[src/hdl/postfix_stack_evaluator_defines.svh]
// Assertion shorthands used by the evaluator RTL.
// Each expects clk and arst_n in scope.
`ifndef POSTFIX_STACK_EVALUATOR_DEFINES_SVH
`define POSTFIX_STACK_EVALUATOR_DEFINES_SVH

// Same-cycle implication.
`define PSE_ASSERT_NOW(label, ante, cons, msg) \
	label: assert property (@(posedge clk) disable iff (!arst_n) (ante) |-> (cons)) \
		else $error(msg);

// Next-cycle implication.
`define PSE_ASSERT_NEXT(label, ante, cons, msg) \
	label: assert property (@(posedge clk) disable iff (!arst_n) (ante) |=> (cons)) \
		else $error(msg);

`endif

[src/hdl/pse_pkg.sv]
`timescale 1ns / 1ps

package pse_pkg;

	localparam int DATA_W = 32;
	localparam int OPND_W = 31;

	typedef enum logic [2:0] {
		MODE_OPERAND = 3'd0,
		MODE_ADD     = 3'd1,
		MODE_SUB     = 3'd2,
		MODE_MUL     = 3'd3,
		MODE_DIV     = 3'd4,
		MODE_REM     = 3'd5,
		MODE_INVALID = 3'd6,
		MODE_END     = 3'd7
	} mode_t;

	typedef enum logic [2:0] {
		STS_OK       = 3'd0,
		STS_FEW      = 3'd1,
		STS_DIVZERO  = 3'd2,
		STS_INVALID  = 3'd3,
		STS_LEFTOVER = 3'd4,
		STS_OVERFLOW = 3'd5
	} status_t;

	typedef struct packed {
		mode_t              mode;
		logic [OPND_W-1:0]  operand;
	} token_t;

	typedef struct packed {
		logic signed [DATA_W-1:0] value;
		status_t                  status;
	} result_t;

	typedef enum logic [1:0] {
		ST_IDLE,
		ST_READ,
		ST_DIV
	} state_t;

endpackage

[src/hdl/pse_ram.sv]
`timescale 1ns / 1ps

module pse_ram #(
	parameter int WIDTH = 32,
	parameter int DEPTH = 64
) (
	input  logic                     clk,
	input  logic                     we,
	input  logic [$clog2(DEPTH)-1:0] waddr,
	input  logic [WIDTH-1:0]         wdata,
	input  logic [$clog2(DEPTH)-1:0] raddr,
	output logic [WIDTH-1:0]         rdata
);

	logic [WIDTH-1:0] mem_q [DEPTH];

	always_ff @(posedge clk) begin
		if (we) begin
			mem_q[waddr] <= wdata;
		end
		rdata <= mem_q[raddr];
	end

endmodule

[src/hdl/pse_divider.sv]
`timescale 1ns / 1ps

// Signed truncating divide, one quotient bit per cycle on magnitudes.
module pse_divider (
	input  logic                        clk,
	input  logic                        arst_n,
	input  logic                        start,
	input  logic [pse_pkg::DATA_W-1:0]  dividend,
	input  logic [pse_pkg::DATA_W-1:0]  divisor,
	output logic                        done,
	output logic [pse_pkg::DATA_W-1:0]  quotient,
	output logic [pse_pkg::DATA_W-1:0]  remainder
);

	localparam int W  = pse_pkg::DATA_W;
	localparam int NW = $clog2(W);

	logic          busy_q;
	logic          done_q;
	logic [NW-1:0] cnt_q;
	logic [W-1:0]  rem_q;
	logic [W-1:0]  quo_q;
	logic [W-1:0]  dvs_q;
	logic          qneg_q;
	logic          rneg_q;

	logic [W:0]    shifted;
	logic          ge;
	logic [W:0]    diff;
	logic [W-1:0]  dividend_mag;
	logic [W-1:0]  divisor_mag;

	// Most negative value maps to its own bit pattern, which is the right magnitude.
	assign dividend_mag = dividend[W-1] ? (~dividend + 1'b1) : dividend;
	assign divisor_mag  = divisor[W-1]  ? (~divisor + 1'b1)  : divisor;

	assign shifted = {rem_q, quo_q[W-1]};
	assign diff    = shifted - {1'b0, dvs_q};
	assign ge      = (shifted >= {1'b0, dvs_q});

	always_ff @(posedge clk or negedge arst_n) begin
		if (!arst_n) begin
			busy_q <= 1'b0;
			done_q <= 1'b0;
			cnt_q  <= '0;
		end else begin
			done_q <= 1'b0;
			if (start) begin
				busy_q <= 1'b1;
				cnt_q  <= '0;
			end else if (busy_q) begin
				cnt_q <= cnt_q + 1'b1;
				if (cnt_q == NW'(W - 1)) begin
					busy_q <= 1'b0;
					done_q <= 1'b1;
				end
			end
		end
	end

	always_ff @(posedge clk) begin
		if (start) begin
			rem_q  <= '0;
			quo_q  <= dividend_mag;
			dvs_q  <= divisor_mag;
			qneg_q <= dividend[W-1] ^ divisor[W-1];
			rneg_q <= dividend[W-1];
		end else if (busy_q) begin
			rem_q <= ge ? diff[W-1:0] : shifted[W-1:0];
			quo_q <= {quo_q[W-2:0], ge};
		end
	end

	assign done      = done_q;
	assign quotient  = qneg_q ? (~quo_q + 1'b1) : quo_q;
	assign remainder = rneg_q ? (~rem_q + 1'b1) : rem_q;

endmodule

[src/hdl/postfix_stack_evaluator.sv]
`timescale 1ns / 1ps

// Postfix expression evaluator. Feed decoded tokens on the tok channel; each
// end-of-expression token produces exactly one beat on the res channel with the
// final value (or zero) and a status, and starts a fresh expression. The top of
// the stack sits in a register and the entries below it in a one-port-write,
// registered-read RAM of STACK_DEPTH words, so an operator needs a single RAM
// read. Operand, invalid and end tokens, and any token after an error, are
// handled in the idle state alone; add, sub and mul read the second entry,
// then compute; div and rem read it, then start the bit-serial divider,
// which retires one quotient bit per cycle, and wait for it to finish. The
// block holds one token at a time, so the tok channel stalls while an
// operator is in flight. A finished result waits in an output register while
// further tokens are taken; of those, only an end token stalls on it, and
// only while that register is full and stalled downstream.
`include "postfix_stack_evaluator_defines.svh"

module postfix_stack_evaluator #(
	parameter int STACK_DEPTH = 64
) (
	input  logic             clk,
	input  logic             arst_n,
	input  logic             tok_valid,
	output logic             tok_stall,
	input  pse_pkg::token_t  tok,
	output logic             res_valid,
	input  logic             res_stall,
	output pse_pkg::result_t res
);

	localparam int W  = pse_pkg::DATA_W;
	localparam int AW = $clog2(STACK_DEPTH);
	localparam int CW = $clog2(STACK_DEPTH + 1);

	// Control state
	pse_pkg::state_t  state_q, state_d;
	logic [CW-1:0]    count_q, count_d;
	pse_pkg::status_t err_q, err_d;
	logic             res_valid_q, res_valid_d;

	// Payload
	logic [W-1:0]     tos_q, tos_d;
	pse_pkg::result_t res_q, res_d;
	pse_pkg::mode_t   op_q, op_d;

	logic             tok_accept;
	logic             ram_we;
	logic [CW-1:0]    count_dec;
	logic [CW-1:0]    count_dec2;
	logic [W-1:0]     lhs;
	logic [2*W-1:0]   prod;
	logic [W-1:0]     alu_res;
	logic             div_start;
	logic             div_done;
	logic [W-1:0]     div_quo;
	logic [W-1:0]     div_rem;
	logic             is_divide;
	pse_pkg::status_t end_status;

	// Stall any token while an operator is in flight, and an end token that would overwrite an untaken result.
	assign tok_stall = (state_q != pse_pkg::ST_IDLE) ||
		((tok.mode == pse_pkg::MODE_END) && res_valid_q && res_stall);
	assign tok_accept = tok_valid && !tok_stall;

	assign count_dec  = count_q - CW'(1);
	assign count_dec2 = count_q - CW'(2);

	// Entries below the top: push spills the old top to slot count-1, an
	// operator reads its left operand from slot count-2.
	pse_ram #(
		.WIDTH(W),
		.DEPTH(STACK_DEPTH)
	) u_stack (
		.clk  (clk),
		.we   (ram_we),
		.waddr(count_dec[AW-1:0]),
		.wdata(tos_q),
		.raddr(count_dec2[AW-1:0]),
		.rdata(lhs)
	);

	pse_divider u_div (
		.clk      (clk),
		.arst_n   (arst_n),
		.start    (div_start),
		.dividend (lhs),
		.divisor  (tos_q),
		.done     (div_done),
		.quotient (div_quo),
		.remainder(div_rem)
	);

	assign prod = lhs * tos_q;

	always_comb begin
		case (op_q)
			pse_pkg::MODE_ADD: alu_res = lhs + tos_q;
			pse_pkg::MODE_SUB: alu_res = lhs - tos_q;
			pse_pkg::MODE_MUL: alu_res = prod[W-1:0];
			default:           alu_res = tos_q;
		endcase
	end

	assign is_divide = (op_q == pse_pkg::MODE_DIV) || (op_q == pse_pkg::MODE_REM);

	// Sticky error wins; otherwise exactly one entry must remain.
	always_comb begin
		if (err_q != pse_pkg::STS_OK) begin
			end_status = err_q;
		end else if (count_q == CW'(1)) begin
			end_status = pse_pkg::STS_OK;
		end else begin
			end_status = pse_pkg::STS_LEFTOVER;
		end
	end

	always_comb begin
		state_d     = state_q;
		count_d     = count_q;
		err_d       = err_q;
		res_valid_d = res_valid_q;
		tos_d       = tos_q;
		res_d       = res_q;
		op_d        = op_q;
		ram_we      = 1'b0;
		div_start   = 1'b0;

		// Drop the result beat once taken.
		if (res_valid_q && !res_stall) begin
			res_valid_d = 1'b0;
		end

		unique case (state_q)
			pse_pkg::ST_IDLE: begin
				if (tok_accept) begin
					if (tok.mode == pse_pkg::MODE_END) begin
						res_d.status = end_status;
						res_d.value  = (end_status == pse_pkg::STS_OK) ? tos_q : '0;
						res_valid_d  = 1'b1;
						count_d      = '0;
						err_d        = pse_pkg::STS_OK;
					end else if (err_q == pse_pkg::STS_OK) begin
						unique case (tok.mode)
							pse_pkg::MODE_OPERAND: begin
								if (count_q == CW'(STACK_DEPTH)) begin
									err_d = pse_pkg::STS_OVERFLOW;
								end else begin
									ram_we  = (count_q != '0);
									tos_d   = {1'b0, tok.operand};
									count_d = count_q + CW'(1);
								end
							end
							pse_pkg::MODE_INVALID: begin
								err_d = pse_pkg::STS_INVALID;
							end
							pse_pkg::MODE_ADD, pse_pkg::MODE_SUB, pse_pkg::MODE_MUL,
							pse_pkg::MODE_DIV, pse_pkg::MODE_REM: begin
								if (count_q < CW'(2)) begin
									err_d = pse_pkg::STS_FEW;
								end else if (((tok.mode == pse_pkg::MODE_DIV) ||
									(tok.mode == pse_pkg::MODE_REM)) && (tos_q == '0)) begin
									err_d = pse_pkg::STS_DIVZERO;
								end else begin
									op_d    = tok.mode;
									state_d = pse_pkg::ST_READ;
								end
							end
							default: begin
							end
						endcase
					end
				end
			end
			pse_pkg::ST_READ: begin
				// Left operand is on the RAM read port now.
				if (is_divide) begin
					div_start = 1'b1;
					state_d   = pse_pkg::ST_DIV;
				end else begin
					tos_d   = alu_res;
					count_d = count_dec;
					state_d = pse_pkg::ST_IDLE;
				end
			end
			pse_pkg::ST_DIV: begin
				if (div_done) begin
					tos_d   = (op_q == pse_pkg::MODE_DIV) ? div_quo : div_rem;
					count_d = count_dec;
					state_d = pse_pkg::ST_IDLE;
				end
			end
			default: begin
				state_d = pse_pkg::ST_IDLE;
			end
		endcase
	end

	always_ff @(posedge clk or negedge arst_n) begin
		if (!arst_n) begin
			state_q     <= pse_pkg::ST_IDLE;
			count_q     <= '0;
			err_q       <= pse_pkg::STS_OK;
			res_valid_q <= 1'b0;
		end else begin
			state_q     <= state_d;
			count_q     <= count_d;
			err_q       <= err_d;
			res_valid_q <= res_valid_d;
		end
	end

	always_ff @(posedge clk) begin
		tos_q <= tos_d;
		res_q <= res_d;
		op_q  <= op_d;
	end

	assign res_valid = res_valid_q;
	assign res       = res_q;

	`PSE_ASSERT_NOW(a_count_bound, 1'b1, count_q <= CW'(STACK_DEPTH), "stack count beyond depth")
	`PSE_ASSERT_NOW(a_busy_no_err, state_q != pse_pkg::ST_IDLE, err_q == pse_pkg::STS_OK, "operator in flight with sticky error")
	`PSE_ASSERT_NOW(a_err_zero_value, res_valid_q && (res_q.status != pse_pkg::STS_OK), res_q.value == '0, "error result carries nonzero value")
	`PSE_ASSERT_NOW(a_div_done_state, div_done, state_q == pse_pkg::ST_DIV, "divider finished outside divide wait")
	`PSE_ASSERT_NEXT(a_end_clears, tok_accept && (tok.mode == pse_pkg::MODE_END), (count_q == '0) && (err_q == pse_pkg::STS_OK) && res_valid_q, "end token did not reset expression")

endmodule
[config.mk]
export PLATFORM = sky130hd
export DESIGN_NAME = postfix_stack_evaluator
export DESIGN_NICKNAME = d
export VERILOG_FILES = /design/src/hdl/pse_pkg.sv /design/src/hdl/pse_ram.sv /design/src/hdl/pse_divider.sv /design/src/hdl/postfix_stack_evaluator.sv
export VERILOG_INCLUDE_DIRS = /design/src /design/src/hdl
export SDC_FILE = /design/constraint.sdc
export NUM_CORES = 2
export LEC_CHECK = 0
export ABC_AREA = 0
export BUFFER_PORTS_ARGS = -buffer_cell sky130_fd_sc_hd__buf_2
export CORE_MARGIN = 3
export CORE_UTILIZATION = 35
export CTS_BUF_LIST = sky130_fd_sc_hd__clkbuf_16
export DETAILED_ROUTE_END_ITERATION = 7
export SYNTH_ARGS = -nofsm -noshare
export SYNTH_HDL_FRONTEND = slang
export SYNTH_SLANG_ARGS = --single-unit
[constraint.sdc]
create_clock -name clk -period 9.1 [get_ports clk]
set_input_delay 1.82 -clock clk [delete_from_list [all_inputs] [get_ports clk]]
set_output_delay 1.82 -clock clk [all_outputs]
set_load 0.05 [all_outputs]
After elaboration in Yosys (flattened, before gate mapping):

Memory sizes are Yosys's and may differ from the RTL's. A register that Yosys moved wholly into a read port is not among the register bits.
Cells that the tools add are included.

* add/sub/neg operators: 11
* multipliers: 1
* bitwise gates (word level): 8
* reductions and logical operators: 29
* order comparisons: 2
* equal/unequal tests: 33
* mux-type cells: 64

Operators with widths (number)
* $mux 32: 14
* $pmux 32 s3: 2
* $add 32x1->32 const B: 4
* $not 32->32: 4
* $sub 32x32->32: 2
* $mux 7: 7
* $ge 33x32->1: 1
* $add 32x32->32: 1
* $logic_not 32->1: 1
* $mul 32x32->32: 1
* $mux 31: 1
* $mux 3: 7
* $pmux 7 s3: 1
* $reduce_and 7->1: 3
* $mux 1: 20
* $eq 3x3->1 const B: 6
* $mux 2: 8
* $ne 2x2->1 const B: 7
* $eq 3x2->1 const B: 4
* $mux 5: 2
* $logic_not 3->1: 3
* $ne 3x3->1 const B: 3
* $pmux 3 s3: 1
* $reduce_and 9->1: 1
* other kinds (29): 44

* input bits: 38
* RAM bits: 2048
* memories: 1
* bits in registers: 188
* logic and storage cells: 166
* output and inout bits: 37

Memory list
* u_stack.mem_q: depth 64, bits a word 32, read ports 1, clocked after Yosys merged registers in 1, wr ports 1, RTL line pse_ram.sv:15 `logic [WIDTH-1:0] mem_q [DEPTH];`

Logic depth before layout (Yosys ltp):

* word-level depth: 10
* gate-level depth with buffers: 28
* gate-level depth less buffers: 26

Modules after synthesis:

A second synthesis with hierarchy kept.

* cell total of the unflattened synthesis: 6904
* area total of the unflattened synthesis: 109750.3 µm²

By module, submodules not included
* pse_ram: area an instance 78517.8 µm², cells each 3323, instances 1, sequential area each 62139.6 µm²
* postfix_stack_evaluator: area an instance 22829.4 µm², cells each 2582, instances 1, sequential area each 2427.3 µm²
* pse_divider: area an instance 8403.1 µm², cells each 999, instances 1, sequential area each 2797.7 µm²

Worst setup path before layout:

Ideal clock, no wire load.

* kind: reg-to-reg
* from: register tos_q[6]
* to: register tos_q[31], data pin
* required time: 8.924 ns
* stages on the path, launching flop included: 26
* slack: 1.357 ns
* buffers on the path: 2
* arrival: 7.567 ns
* period minus slack after synthesis: 7.743 ns
* library setup time: 0.176 ns
* path through: edfxtp_1 clkbuf_1 clkbuf_1 and2_1 fa_1 fa_1 fa_1 inv_1 fa_1 inv_1 fa_1 inv_1 fa_1 inv_1 fa_1 fa_1 ha_1 a21oi_1 o21bai_1 a21oi_1 o211ai_1 a211o_1 a31oi_1 xnor2_1 nor2_1 o32ai_1

* longest elaborated chain between the ends: 4
* elaborated cells between the ends (all ways): 6
* classes of those cells: 2 x add/sub; 1 x mul; 3 x mux

Ends and longest elaborated chain
* from (decl): RTL line postfix_stack_evaluator.sv:42 `logic [W-1:0] tos_q, tos_d;`
* from (signal assigned): RTL line postfix_stack_evaluator.sv:213 `tos_q <= tos_d;`
* $mul 32x32->32, or another cell as far along: RTL line postfix_stack_evaluator.sv:93 `assign prod = lhs * tos_q;`
* $pmux 32 s3 *: RTL line postfix_stack_evaluator.sv:96 `case (op_q)`
* $mux 32 *: RTL line postfix_stack_evaluator.sv:176 `if (is_divide) begin`
* $pmux 32 s3 *: RTL line postfix_stack_evaluator.sv:133 `unique case (state_q)`
* via tos_d[31]: RTL line postfix_stack_evaluator.sv:42

Mark *: on every way through the listed nets, which the timed path passes. The rest lies on a longest branch. The select of a mux whose other input is x is not followed.
A chain may end at the register's enable or synchronous reset.

Worst setup path after layout:

Ends and elaborated chain as after synthesis.

==> flow_summary_export.csv <==
group,metric,value,unit
floorplan,ios,75,
floorplan,die_width,564,um
global_routing,antenna_found_initial,22,
yosys,synth_cell_types,79,
routing,drcViolationCount,0,
final_layout,regArea,67400,sq um
routing,drt_iter0_drc,7065,
timing,tns,0,ps
clock_tree,clockBufferDepth,3,
worst_setup_path,startpoint,"tos_q[6]",
placed_design,hpwl,192,mm
yosys,synth_common_cells,"edfxtp_1, mux4_2, inv_1",
floorplan,start_util,0.352,
power,p_per_area,165,nW/um^2
yosys,synth_top_area_frac,0.602,
timing,finalHoldViolCount,0,
yosys,synthArstFlopShare,0.00882,
worst_setup_path,crit_path_end_kind,"register",
routing,antenna_left,0,
yosys,ys_seq_area_frac,0.619,
timing,maxSlewHeadroom,0.160,
yosys,yosysTopAreaCell,"edfxtp_1",
global_routing,grt_start_max_net_pins,117,
yosys,syn_avg_cell_area,16.8,sq um
global_routing,grt_pass1_vias,61800,
clock_tree,cts_made_buffers,223,
floorplan,chipHeight,564,um
timing,fmax,125,MHz
final_layout,nets,7319,
final_layout,nFillCells,27900,
clock_tree,clock_latency,890,ps
timing,timing.final.ws_setup,1100,ps
run_status,outcome,"completed",
job,drv_cap,0,
yosys,netlist_top_cells_area,"edfxtp_1, mux4_2, fa_1",
yosys,netlist_area,109000,sq um
power,p_total,20.3,mW
timing,clock_skew,75.8,ps
yosys,synth_cells,6497,
timing,period_share,0.879,
timing,min_period,8000,ps
power,leakagePower,41.5,nW
routing,firstDrtPassIters,6,
floorplan,core_area,309000,sq um
worst_setup_path,cp_max_fo,50,
placed_design,place_congestion,0.920,
clock_tree,htreeDepth,4,
clock_tree,post_cts_resized,0,
yosys,synth_flop_cell,"edfxtp_1",
timing,rsz0062_at_grt,"no",
hold_path,hp-start,"err_q[1]",
timing,setup_viol,0,
clock_tree,cts_tree,"yes",
global_routing,grt_pass1_wl,449,mm
power,peakVddDrop,0.201,mV
routing,num_vias,60500,
global_routing,grt_overflow,0,
routing,wire_per_inst,28.5,um
hold_path,min-delay-path-class,"register to register",
timing,worst_pin_slew,1220,ps
final_layout,syn_to_final_growth,12.7,%
floorplan,rows,204,
yosys,synth_seq_cells,2268,
clock_tree,clock_sinks,2268,
final_layout,stdcell_count,11000,
clock_tree,ctsHoldBuffers,0,
clock_tree,clock-root-buffer,"clkbuf_16",
worst_setup_path,reg2reg_from,"tos_q[6]",
yosys,synth_edf_count,2184,
clock_tree,postCtsSetupBuffers,0,
worst_setup_path,cp-start-kind,"register",
routing,routed_via_density,5.50,
yosys,yosysMostFrequentCell,"edfxtp_1",
final_layout,fin_util,0.397,
placed_design,io_buffers,74,
final_layout,multiInputGateArea,39000,sq um
floorplan,dieArea,318000,sq um
routing,route.final.wire_length,313,mm
global_routing,groute.usage.overall,0.195,
worst_setup_path,cp.required,9800,ps
yosys,ys_warn_count,0,
clock_tree,clkSlewWorstSetupHoldPaths,70,ps
yosys,synthesis.nets,7149,
placed_design,place_ws,1220,ps
timing,finalMaxSlewViolations,0,
placed_design,placed_cells,10600,
final_layout,drive_gt1_frac,0.202,
worst_setup_path,crit_type,"register to register",
worst_setup_path,arrival,8700,ps
## cells by family after synthesis
logic type,after synthesis,share of synthesized area
adder cells (fa/ha/maj),614,0.0988
multiplexers,715,0.142
XOR/XNOR,288,0.0232
flip-flops,2268,0.619
AND/OR/NAND/NOR,1214,0.0553
buffers and inverters,806,0.0279
AO/OA/AOI/OAI,592,0.0345
## cell type report
cell class                      count  share of cell area
Sequential cell                  2268               0.549
Inverter                          449              0.0137
Timing Repair Buffer              302              0.0182
Tap cell                         4120              0.0420
Clock inverter                    193              0.0126
Clock buffer                      224              0.0457
Antenna cell                       10            0.000204
Multi-Input combinational cell   3423               0.318
## layer usage
layer	GRT usage	wire, um	up-vias
met5	0	27	-
met4	0.0568	9570	4
met3	0.0388	27000	490
met2	0.312	147000	2713
met1	0.272	130000	32300
li1	-	-	24900
## path summary, 6_finish.rpt
path / slack (ps) / to / cells past startpoint
min in group asynchronous: 940 / u_div.cnt_q[0] / 1
hold reg to reg: 510 / res[1] / 0
max in group asynchronous: 7730 / count_q[1] / 1
hold / removal: 510 / res[1] / 0
setup / recovery: 1100 / tos_q[31] / 22
setup reg to reg: 1100 / tos_q[31] / 22
## critical path: stages (launching register included)
cell and delay, ps:
edfxtp_1 850, buf_4 600, buf_4 420, and2_1 220, fa_1 420, inv_1 90
fa_1 440, fa_1 540, fa_1 440, fa_1 500, fa_1 560, fa_1 430
fa_1 400, xor2_1 160, xnor2_1 210, xnor2_1 160, xnor2_1 100, xnor2_1 230
xnor2_1 130, xnor2_1 380, xnor2_1 180, nor2_1 80, o32ai_1 290
## cell usage in the layout (no fill, tap or decap), drive strengths merged, types with 35 or more instances in the layout
cell type,synthesis,layout
edfxtp,2184,2184
mux4,659,659
inv,448,505
nand2,441,441
fa,410,410
and2,346,346
buf,80,302
clkbuf,277,224
ha,204,204
nor2,189,189
o21ai,184,184
xnor2,168,168
a21oi,134,134
xor2,120,120
clkinv,1,108
dfxtp,64,64
o31ai,58,58
mux2i,49,49
a21o,40,40
or3,35,35
## where the power goes
| part | switching, mW | internal [mW] |
|---|---|---|
| combinational | 0.0110 | 0.00642 |
| clock | 4.04 | 4.97 |
| sequential | 0 | 11.3 |
## per-stage QoR
step	hold slack [ps]	cell area [sq um]
floorplan	406	109000
global placement	492	115000
detailed placement	489	115000
CTS	503	123000
global route	534	123000
finish	508	123000
## state kept, by name, summed over array words and instances (netlist names), 2 cells and up
register,count
u_stack.mem_q,2048
res,35
tos_q,32
u_div.dvs_q,32
u_div.quo_q,32
u_div.rem_q,32
u_stack.rdata,32
count_q,7
u_div.cnt_q,5
err_q,3
op_q,3
state_q,2
Power figures use the tool's default switching activity.
